File: config.mk
export PLATFORM = sky130hd
export DESIGN_NAME = length_framed_packet_deframer_top
export DESIGN_NICKNAME = d
export VERILOG_FILES = /design/src/hw/rtl/lfpd_pkg.sv /design/src/hw/rtl/lfpd_front.sv /design/src/hw/rtl/lfpd_queue.sv /design/src/hw/rtl/lfpd_back.sv /design/src/hw/rtl/length_framed_packet_deframer_top.sv
export SDC_FILE = /design/constraint.sdc
export NUM_CORES = 1
export LEC_CHECK = 0
export BUFFER_PORTS_ARGS = -buffer_cell sky130_fd_sc_hd__buf_2
export CORE_MARGIN = 3
export CORE_UTILIZATION = 50
export DETAILED_ROUTE_END_ITERATION = 12
export GPL_TIMING_DRIVEN = 1
export PLACE_DENSITY = 0.71
export SYNTH_ARGS = -nofsm -noshare
export SYNTH_HDL_FRONTEND = slang
export SYNTH_SLANG_ARGS = --single-unit
File: constraint.sdc
create_clock -name clk -period 8.4 [get_ports clk]
set_input_delay 1.68 -clock clk [delete_from_list [all_inputs] [get_ports clk]]
set_output_delay 1.68 -clock clk [all_outputs]
set_load 0.03 [all_outputs]
File: src/hw/rtl/lfpd_pkg.sv
`default_nettype none
package lfpd_pkg;

  localparam int CFG_IDX_W = 2;
  localparam int Q_DEPTH   = 4;
  localparam int Q_AW      = 2;

  localparam logic [CFG_IDX_W-1:0] CFG_START_MARKER = 2'd0;
  localparam logic [CFG_IDX_W-1:0] CFG_END_MARKER   = 2'd1;
  localparam logic [CFG_IDX_W-1:0] CFG_MAX_LEN      = 2'd2;

  localparam logic [7:0]  START_MARKER_RST = 8'hAA;
  localparam logic [7:0]  END_MARKER_RST   = 8'hBB;
  localparam logic [15:0] MAX_LEN_RST      = 16'hFFFF;
  localparam logic [15:0] MIN_FRAME_LEN    = 16'd5;
  localparam logic [15:0] HDR_LEN          = 16'd4;
  localparam logic [15:0] LEAD_END_POS     = 16'd8;

  typedef enum logic [1:0] {
    KIND_PAYLOAD  = 2'd0,
    KIND_GOOD     = 2'd1,
    KIND_BAD_TAIL = 2'd2,
    KIND_BAD_LEN  = 2'd3
  } kind_t;

  // request from front to back
  typedef struct packed {
    kind_t       kind;
    logic [7:0]  command;
    logic [7:0]  data;
    logic [15:0] pos;
    logic [15:0] frame_len;
    logic [31:0] lead;
  } req_t;

endpackage
`default_nettype wire

File: src/hw/rtl/lfpd_front.sv
`default_nettype none
module lfpd_front (
  input  wire logic                          clk,
  input  wire logic                          rst_n,
  input  wire logic                          in_valid,
  output logic                               in_ready,
  input  wire logic [7:0]                    in_rx_byte,
  input  wire logic                          cfg_valid,
  input  wire logic [lfpd_pkg::CFG_IDX_W-1:0] cfg_index,
  input  wire logic [15:0]                   cfg_data,
  input  wire logic                          q_full,
  output logic                               push,
  output lfpd_pkg::req_t                     push_req
);

  logic [7:0]  start_marker_r, end_marker_r;
  logic [15:0] max_len_r;
  logic        in_frame_r, in_frame_nxt;
  logic [15:0] count_r, count_nxt;
  logic [15:0] len_r, len_nxt;
  logic [7:0]  cmd_r, cmd_nxt;
  logic [31:0] lead_r, lead_nxt;
  logic        acc;
  logic [15:0] len_full;

  assign in_ready = !q_full;
  assign acc      = in_valid && in_ready;
  assign len_full = {len_r[15:8], in_rx_byte};

  always_comb begin
    in_frame_nxt       = in_frame_r;
    count_nxt          = count_r;
    len_nxt            = len_r;
    cmd_nxt            = cmd_r;
    lead_nxt           = lead_r;
    push               = 1'b0;
    push_req.kind      = lfpd_pkg::KIND_PAYLOAD;
    push_req.command   = cmd_r;
    push_req.data      = in_rx_byte;
    push_req.pos       = count_r;
    push_req.frame_len = len_r;
    push_req.lead      = lead_r;
    if (acc) begin
      if (!in_frame_r) begin
        if (in_rx_byte == start_marker_r) begin
          in_frame_nxt = 1'b1;
          count_nxt    = 16'd1;
          len_nxt      = '0;
          cmd_nxt      = '0;
          lead_nxt     = '0;
        end
      end else begin
        count_nxt = count_r + 16'd1;
        case (count_r)
          16'd1: len_nxt = {in_rx_byte, 8'h00};
          16'd2: begin
            len_nxt = len_full;
            push_req.frame_len = len_full;
            if (len_full < lfpd_pkg::MIN_FRAME_LEN || len_full > max_len_r) begin
              in_frame_nxt  = 1'b0;
              push          = 1'b1;
              push_req.kind = lfpd_pkg::KIND_BAD_LEN;
            end
          end
          16'd3: cmd_nxt = in_rx_byte;
          default: begin
            push = 1'b1;
            if (count_r == len_r - 16'd1) begin
              in_frame_nxt  = 1'b0;
              push_req.kind = (in_rx_byte == end_marker_r) ? lfpd_pkg::KIND_GOOD
                                                           : lfpd_pkg::KIND_BAD_TAIL;
            end else if (count_r < lfpd_pkg::LEAD_END_POS) begin
              lead_nxt = {lead_r[23:0], in_rx_byte};
            end
          end
        endcase
      end
    end
  end

  always_ff @(posedge clk) begin
    if (!rst_n) begin
      in_frame_r     <= 1'b0;
      count_r        <= '0;
      len_r          <= '0;
      cmd_r          <= '0;
      lead_r         <= '0;
      start_marker_r <= lfpd_pkg::START_MARKER_RST;
      end_marker_r   <= lfpd_pkg::END_MARKER_RST;
      max_len_r      <= lfpd_pkg::MAX_LEN_RST;
    end else begin
      in_frame_r <= in_frame_nxt;
      count_r    <= count_nxt;
      len_r      <= len_nxt;
      cmd_r      <= cmd_nxt;
      lead_r     <= lead_nxt;
      if (cfg_valid) begin
        case (cfg_index)
          lfpd_pkg::CFG_START_MARKER: start_marker_r <= cfg_data[7:0];
          lfpd_pkg::CFG_END_MARKER:   end_marker_r   <= cfg_data[7:0];
          lfpd_pkg::CFG_MAX_LEN:      max_len_r      <= cfg_data;
          default: ;
        endcase
      end
    end
  end

endmodule
`default_nettype wire

File: src/hw/rtl/lfpd_queue.sv
`default_nettype none
module lfpd_queue (
  input  wire logic           clk,
  input  wire logic           rst_n,
  input  wire logic           push,
  input  wire lfpd_pkg::req_t push_req,
  output logic                full,
  input  wire logic           pop,
  output logic                q_valid,
  output lfpd_pkg::req_t      q_req
);

  lfpd_pkg::req_t            slot_r [lfpd_pkg::Q_DEPTH];
  logic [lfpd_pkg::Q_AW-1:0] wptr_r, rptr_r;
  logic [lfpd_pkg::Q_AW:0]   cnt_r, cnt_nxt;
  logic                      do_push, do_pop;

  assign full    = (cnt_r == (lfpd_pkg::Q_AW+1)'(lfpd_pkg::Q_DEPTH));
  assign q_valid = (cnt_r != '0);
  assign q_req   = slot_r[rptr_r];
  assign do_push = push && !full;
  assign do_pop  = pop && q_valid;

  always_comb begin
    cnt_nxt = cnt_r;
    case ({do_push, do_pop})
      2'b10:   cnt_nxt = cnt_r + 1'b1;
      2'b01:   cnt_nxt = cnt_r - 1'b1;
      default: cnt_nxt = cnt_r;
    endcase
  end

  always_ff @(posedge clk) begin
    if (do_push) slot_r[wptr_r] <= push_req;
  end

  always_ff @(posedge clk) begin
    if (!rst_n) begin
      wptr_r <= '0;
      rptr_r <= '0;
      cnt_r  <= '0;
    end else begin
      cnt_r <= cnt_nxt;
      if (do_push) wptr_r <= wptr_r + 1'b1;
      if (do_pop)  rptr_r <= rptr_r + 1'b1;
    end
  end

endmodule
`default_nettype wire

File: src/hw/rtl/lfpd_back.sv
`default_nettype none
module lfpd_back (
  input  wire logic           clk,
  input  wire logic           rst_n,
  input  wire logic           q_valid,
  input  wire lfpd_pkg::req_t q_req,
  output logic                pop,
  output logic                out_valid,
  input  wire logic           out_ready,
  output logic [1:0]          out_kind,
  output logic [7:0]          out_command,
  output logic [7:0]          out_data,
  output logic [15:0]         out_payload_index,
  output logic [15:0]         out_frame_len,
  output logic [31:0]         out_lead_value
);

  logic        out_valid_r;
  logic [1:0]  kind_r, kind_nxt;
  logic [7:0]  command_r, data_r, data_nxt;
  logic [15:0] index_r, index_nxt, frame_len_r;
  logic [31:0] lead_r, lead_nxt;

  assign pop = q_valid && (!out_valid_r || out_ready);

  always_comb begin
    kind_nxt  = q_req.kind;
    data_nxt  = '0;
    index_nxt = '0;
    lead_nxt  = '0;
    case (q_req.kind)
      lfpd_pkg::KIND_PAYLOAD: begin
        data_nxt  = q_req.data;
        index_nxt = q_req.pos - lfpd_pkg::HDR_LEN;
      end
      lfpd_pkg::KIND_GOOD, lfpd_pkg::KIND_BAD_TAIL: begin
        index_nxt = q_req.frame_len - lfpd_pkg::MIN_FRAME_LEN;
        lead_nxt  = q_req.lead;
      end
      default: ;
    endcase
  end

  always_ff @(posedge clk) begin
    if (!rst_n) begin
      out_valid_r <= 1'b0;
    end else if (pop) begin
      out_valid_r <= 1'b1;
    end else if (out_ready) begin
      out_valid_r <= 1'b0;
    end
  end

  always_ff @(posedge clk) begin
    if (pop) begin
      kind_r      <= kind_nxt;
      command_r   <= q_req.command;
      data_r      <= data_nxt;
      index_r     <= index_nxt;
      frame_len_r <= q_req.frame_len;
      lead_r      <= lead_nxt;
    end
  end

  assign out_valid         = out_valid_r;
  assign out_kind          = kind_r;
  assign out_command       = command_r;
  assign out_data          = data_r;
  assign out_payload_index = index_r;
  assign out_frame_len     = frame_len_r;
  assign out_lead_value    = lead_r;

endmodule
`default_nettype wire

File: src/hw/rtl/length_framed_packet_deframer_top.sv
// Length-framed packet deframer. Takes one received byte per clock on the in_ channel while
// in_ready is high; the front-end parser updates its frame position, length, command and
// lead-value registers once per accepted byte. Payload bytes come out as they arrive, header
// bytes and stray bytes outside a frame give nothing, and each frame ends with one status
// request (good, bad end marker, or bad length once both length bytes are in). A result
// reaches out_ through a queue slot and then the output register; the four-entry queue
// between parser and output register absorbs output stalls, and in_ready drops only when
// that queue is full. Configuration writes are taken every cycle.
`default_nettype none
module length_framed_packet_deframer_top (
  input  wire logic                           clk,
  input  wire logic                           rst_n,
  input  wire logic                           in_valid,
  output logic                                in_ready,
  input  wire logic [7:0]                     in_rx_byte,
  output logic                                out_valid,
  input  wire logic                           out_ready,
  output logic [1:0]                          out_kind,
  output logic [7:0]                          out_command,
  output logic [7:0]                          out_data,
  output logic [15:0]                         out_payload_index,
  output logic [15:0]                         out_frame_len,
  output logic [31:0]                         out_lead_value,
  input  wire logic                           cfg_valid,
  output logic                                cfg_ready,
  input  wire logic [lfpd_pkg::CFG_IDX_W-1:0] cfg_index,
  input  wire logic [15:0]                    cfg_data
);

  logic           q_full, push, pop, q_valid;
  lfpd_pkg::req_t push_req, q_req;

  assign cfg_ready = 1'b1;

  lfpd_front u_front (
    .clk        (clk),
    .rst_n      (rst_n),
    .in_valid   (in_valid),
    .in_ready   (in_ready),
    .in_rx_byte (in_rx_byte),
    .cfg_valid  (cfg_valid),
    .cfg_index  (cfg_index),
    .cfg_data   (cfg_data),
    .q_full     (q_full),
    .push       (push),
    .push_req   (push_req)
  );

  lfpd_queue u_queue (
    .clk      (clk),
    .rst_n    (rst_n),
    .push     (push),
    .push_req (push_req),
    .full     (q_full),
    .pop      (pop),
    .q_valid  (q_valid),
    .q_req    (q_req)
  );

  lfpd_back u_back (
    .clk               (clk),
    .rst_n             (rst_n),
    .q_valid           (q_valid),
    .q_req             (q_req),
    .pop               (pop),
    .out_valid         (out_valid),
    .out_ready         (out_ready),
    .out_kind          (out_kind),
    .out_command       (out_command),
    .out_data          (out_data),
    .out_payload_index (out_payload_index),
    .out_frame_len     (out_frame_len),
    .out_lead_value    (out_lead_value)
  );

endmodule
`default_nettype wire

==> impl_metrics.json <==
{
  "outcome": "finished, final reports clean",
  "synthTopCellsByArea": "edfxtp_1 57%, dfxtp_1 11%, mux4_2 8.5%",
  "leakagePower_uw": 0.00847,
  "crit_path_end": "u_queue.slot_r[1][0]$_DFFE_PP_",
  "synth_edf_count": 410,
  "synth_common_cells": "410 x edfxtp_1, 130 x nand2_1, 115 x dfxtp_1, 82 x mux4_2, 66 x and2_1",
  "startpoint": "u_front.count_r[4]$_SDFFE_PN0P_",
  "r2r_end": "u_queue.slot_r[1][0]$_DFFE_PP_",
  "hold_path.class": "reg -> reg",
  "dieArea_um2": 45800,
  "num_io_pins": 116,
  "finalMaxSlewViolations": 0,
  "yosysWarnings": 0,
  "antenna_cells": 0,
  "worst-r2r-cell-count": 8,
  "maxSlewHeadroom_pct": 31.5,
  "finalHoldViolCount": 0,
  "stdcell_area_um2": 24500,
  "seq_area_frac_synth_pct": 67.6,
  "cts.sink_count": 525,
  "async_reset_ff_share_pct": 0,
  "rsz0062_at_grt": "false",
  "numCtsBuffers": 52,
  "fin_cells": 2166,
  "synth_ff_type": "edfxtp_1",
  "yosys.area.top_type": "edfxtp_1",
  "fmax_mhz": 204,
  "synth.most_common_cell": "edfxtp_1",
  "port_buffers": 114,
  "drt_iter0_drc": 839,
  "pwr-share-clk_pct": 34.9,
  "syn-num-nets": 1505,
  "cp_num_cells": 8,
  "worst-endpoint-required_ps": 8610,
  "power_frac_seq_pct": 47.4,
  "fp.coreArea_um2": 42300,
  "p_per_area_nw_per_um2": 273,
  "synth.top_cell.area_share_pct": 56.9,
  "ir_drop_mv": 0.250,
  "worst_pin_slew_ps": 1030,
  "post-route-period-util_pct": 58.3,
  "nFillCells": 3290,
  "via_count": 12200,
  "dp_slack_ps": 2950,
  "setup_slack_ps": 3500,
  "combinationalPowerShare_pct": 17.7,
  "critPathArrivalTime_ps": 5100,
  "drive_gt1_share_pct": 20.8,
  "cts_buffer_depth": 3,
  "synthToLayoutAreaGrowth_pct": 13.2,
  "grt-ovfl-total": 0,
  "p_int_uw": 4800,
  "drc": 0,
  "mappedNetlistArea_um2": 21600,
  "startpoint_type": "flop",
  "finalSetupTns_ps": 0,
  "skew_ps": 14.1,
  "drtPass1Iterations": 5,
  "cp_top_family": "simple AND/OR/NAND/NOR gates",
  "postRouteAntennaNets": 0,
  "cp_cell_sequence": "or4_1 > nor3_1 > nand3_1 > nor2_1 > nand2_1 > o21ai_2 > and2_4 > buf_4",
  "crit_buf_inv": 1,
  "wirelength_um": 44300,
  "ctsHoldBuffers": 0,
  "fin_crit_ps": 4900,
  "start_util_pct": 51.1,
  "p_sw_uw": 1870,
  "die_w_um": 214,
  "vias_per_cell": 5.61,
  "synth-seq-cells": 525,
  "cp_slowest_cell": "nor2_1",
  "critical_path_class": "reg -> reg",
  "syn_inst": 1444,
  "worstReg2RegStart": "u_front.count_r[4]$_SDFFE_PN0P_",
  "ctsRootBufferMaster": "clkbuf_16",
  "reg2reg_slack_ps": 3500,
  "grt_pass1_vias": 12300,
  "post-cts-setup-buffers": 0,
  "clk_latency_ps": 580,
  "tritoncts": "built",
  "critPathMaxStageDelay_ps": 790,
  "grt_use_total_pct": 19.6,
  "cp-end-kind": "flop",
  "maxCapViolCount": 0,
  "ys_types": 71,
  "ctsResizeCount": 0,
  "grt_start_max_net_pins": 107,
  "dpl.hpwl_um": 28000,
  "htreeDepth": 2,
  "path_max_fanout": 46,
  "setup_viol": 0,
  "placed_cells": 2069,
  "post_dp_cell_area_um2": 22700,
  "grt_pass1_wl_um": 71100,
  "final_nets": 1607,
  "wire_per_inst_um": 20.5,
  "num_rows": 75,
  "die_y_um": 214,
  "avgSynthCellArea_um2": 15.0,
  "gp_congestion": 0.859,
  "switching_share_pct": 28.0,
  "antenna_found_initial": 0,
  "path_clk_slew_ps": 60
}
-- area by class of cell --
class                           instances  area [µm²]  share of cell area (%)
Clock buffer                           78        1580                    6.47
Sequential cell                       525       14600                    59.7
Timing Repair Buffer                  130         691                    2.82
Multi-Input combinational cell        797        6540                    26.7
Inverter                               40         150                   0.613
Tap cell                              577         722                    2.95
Clock inverter                         19         174                   0.710
-- registers in the layout, summed over array words and instances (netlist names), named ones only --
signal,flops
u_queue.slot_r,328
u_back.out_lead_value,32
u_front.lead_r,32
u_back.out_frame_len,16
u_back.out_payload_index,16
u_front.count_r,16
u_front.len_r,16
u_front.max_len_r,16
u_back.out_command,8
u_back.out_data,8
u_front.cmd_r,8
u_front.end_marker_r,8
u_front.start_marker_r,8
u_queue.cnt_r,3
u_back.out_kind,2
u_queue.rptr_r,2
u_queue.wptr_r,2
u_back.out_valid,1
u_front.in_frame_r,1
-- layout by cell type (no fill, tap or decap), types with 9 or more instances in the layout --
cell,n
nor2_1,47
xor2_1,26
a22oi_1,14
buf_4,16
o2111ai_1,9
mux2i_1,23
nand4_1,13
o211ai_1,17
nand3_1,50
mux4_2,82
nor2b_1,22
dfxtp_1,113
clkinv_2,10
buf_2,114
and2_1,62
clkbuf_1,10
a21oi_1,22
nor3_1,20
o21ai_0,31
a21boi_0,39
inv_1,41
nand3b_1,9
clkbuf_16,55
edfxtp_1,410
ha_1,29
clkbuf_8,12
xnor2_1,45
nand2_1,130
-- logic make-up (layout without fill, tap and decap cells) --
| group | Yosys count | after routing | share of synthesized area, % |
|---|---|---|---|
| mux | 110 | 110 | 9.86 |
| flops | 525 | 525 | 67.6 |
| compound gates | 178 | 178 | 5.86 |
| simple gates | 407 | 407 | 9.76 |
| other cells | 1 | 1 | 0.0173 |
| buf+inv | 122 | 267 | 2.31 |
| xor+xnor | 71 | 71 | 2.87 |
| fa+ha+maj | 30 | 30 | 1.77 |
-- power by group through the flow --
stage / sequential [µW] / clock [µW] / combinational, µW
5_1_grt: 3190 / 2480 / 1280
2_1_floorplan: 3580 / 0 / 527
4_1_cts: 3170 / 2380 / 1200
3_3_place_gp: 3220 / 0 / 1180
3_5_place_dp: 3220 / 0 / 1200
6_report: 3160 / 2330 / 1180
-- through the flow --
step                utilization, %  total power [µW]  hold slack (ps)
finish                        57.9              6670              495
floorplan                        -              4110              456
detailed placement            53.7              4420              484
global route                  57.9              6950              516
global placement              53.7              4400              473
CTS                           57.9              6750              496
-- routing by layer --
metal | GRT usage (%) | routed length [µm] | part of all wire (%)
met1 | 28.8 | 20400 | 46
met5 | 0 | 0 | 0
met3 | 3.22 | 2530 | 5.7
met2 | 30.7 | 20500 | 46
met4 | 5.85 | 869 | 2.0
-- worst min-delay path: cells and delay by family (launching register included) --
kind	cells	cell delay, ps
DFF	1	320
and+or+nand+nor	2	130
-- how the worst min path moves through the flow --
stage / from / end / slack, ps / depth (start not counted)
3_5_place_dp: u_front.end_marker_r[2]$_SDFFE_PN0P_ / u_front.end_marker_r[2]$_SDFFE_PN0P_ / 480 / 2
3_3_place_gp: u_front.cmd_r[3]$_SDFFE_PN0P_ / u_queue.slot_r[3][75]$_DFFE_PP_ / 470 / 0
5_1_grt: u_front.end_marker_r[6]$_SDFFE_PN0P_ / u_front.end_marker_r[6]$_SDFFE_PN0P_ / 520 / 2
4_1_cts: u_front.end_marker_r[0]$_SDFFE_PN1P_ / u_front.end_marker_r[0]$_SDFFE_PN1P_ / 500 / 2
6_report: u_front.end_marker_r[0]$_SDFFE_PN1P_ / u_front.end_marker_r[0]$_SDFFE_PN1P_ / 490 / 2
2_1_floorplan: u_front.end_marker_r[2]$_SDFFE_PN0P_ / u_front.end_marker_r[2]$_SDFFE_PN0P_ / 460 / 2
Note: power is estimated with default switching activity, not from simulation.
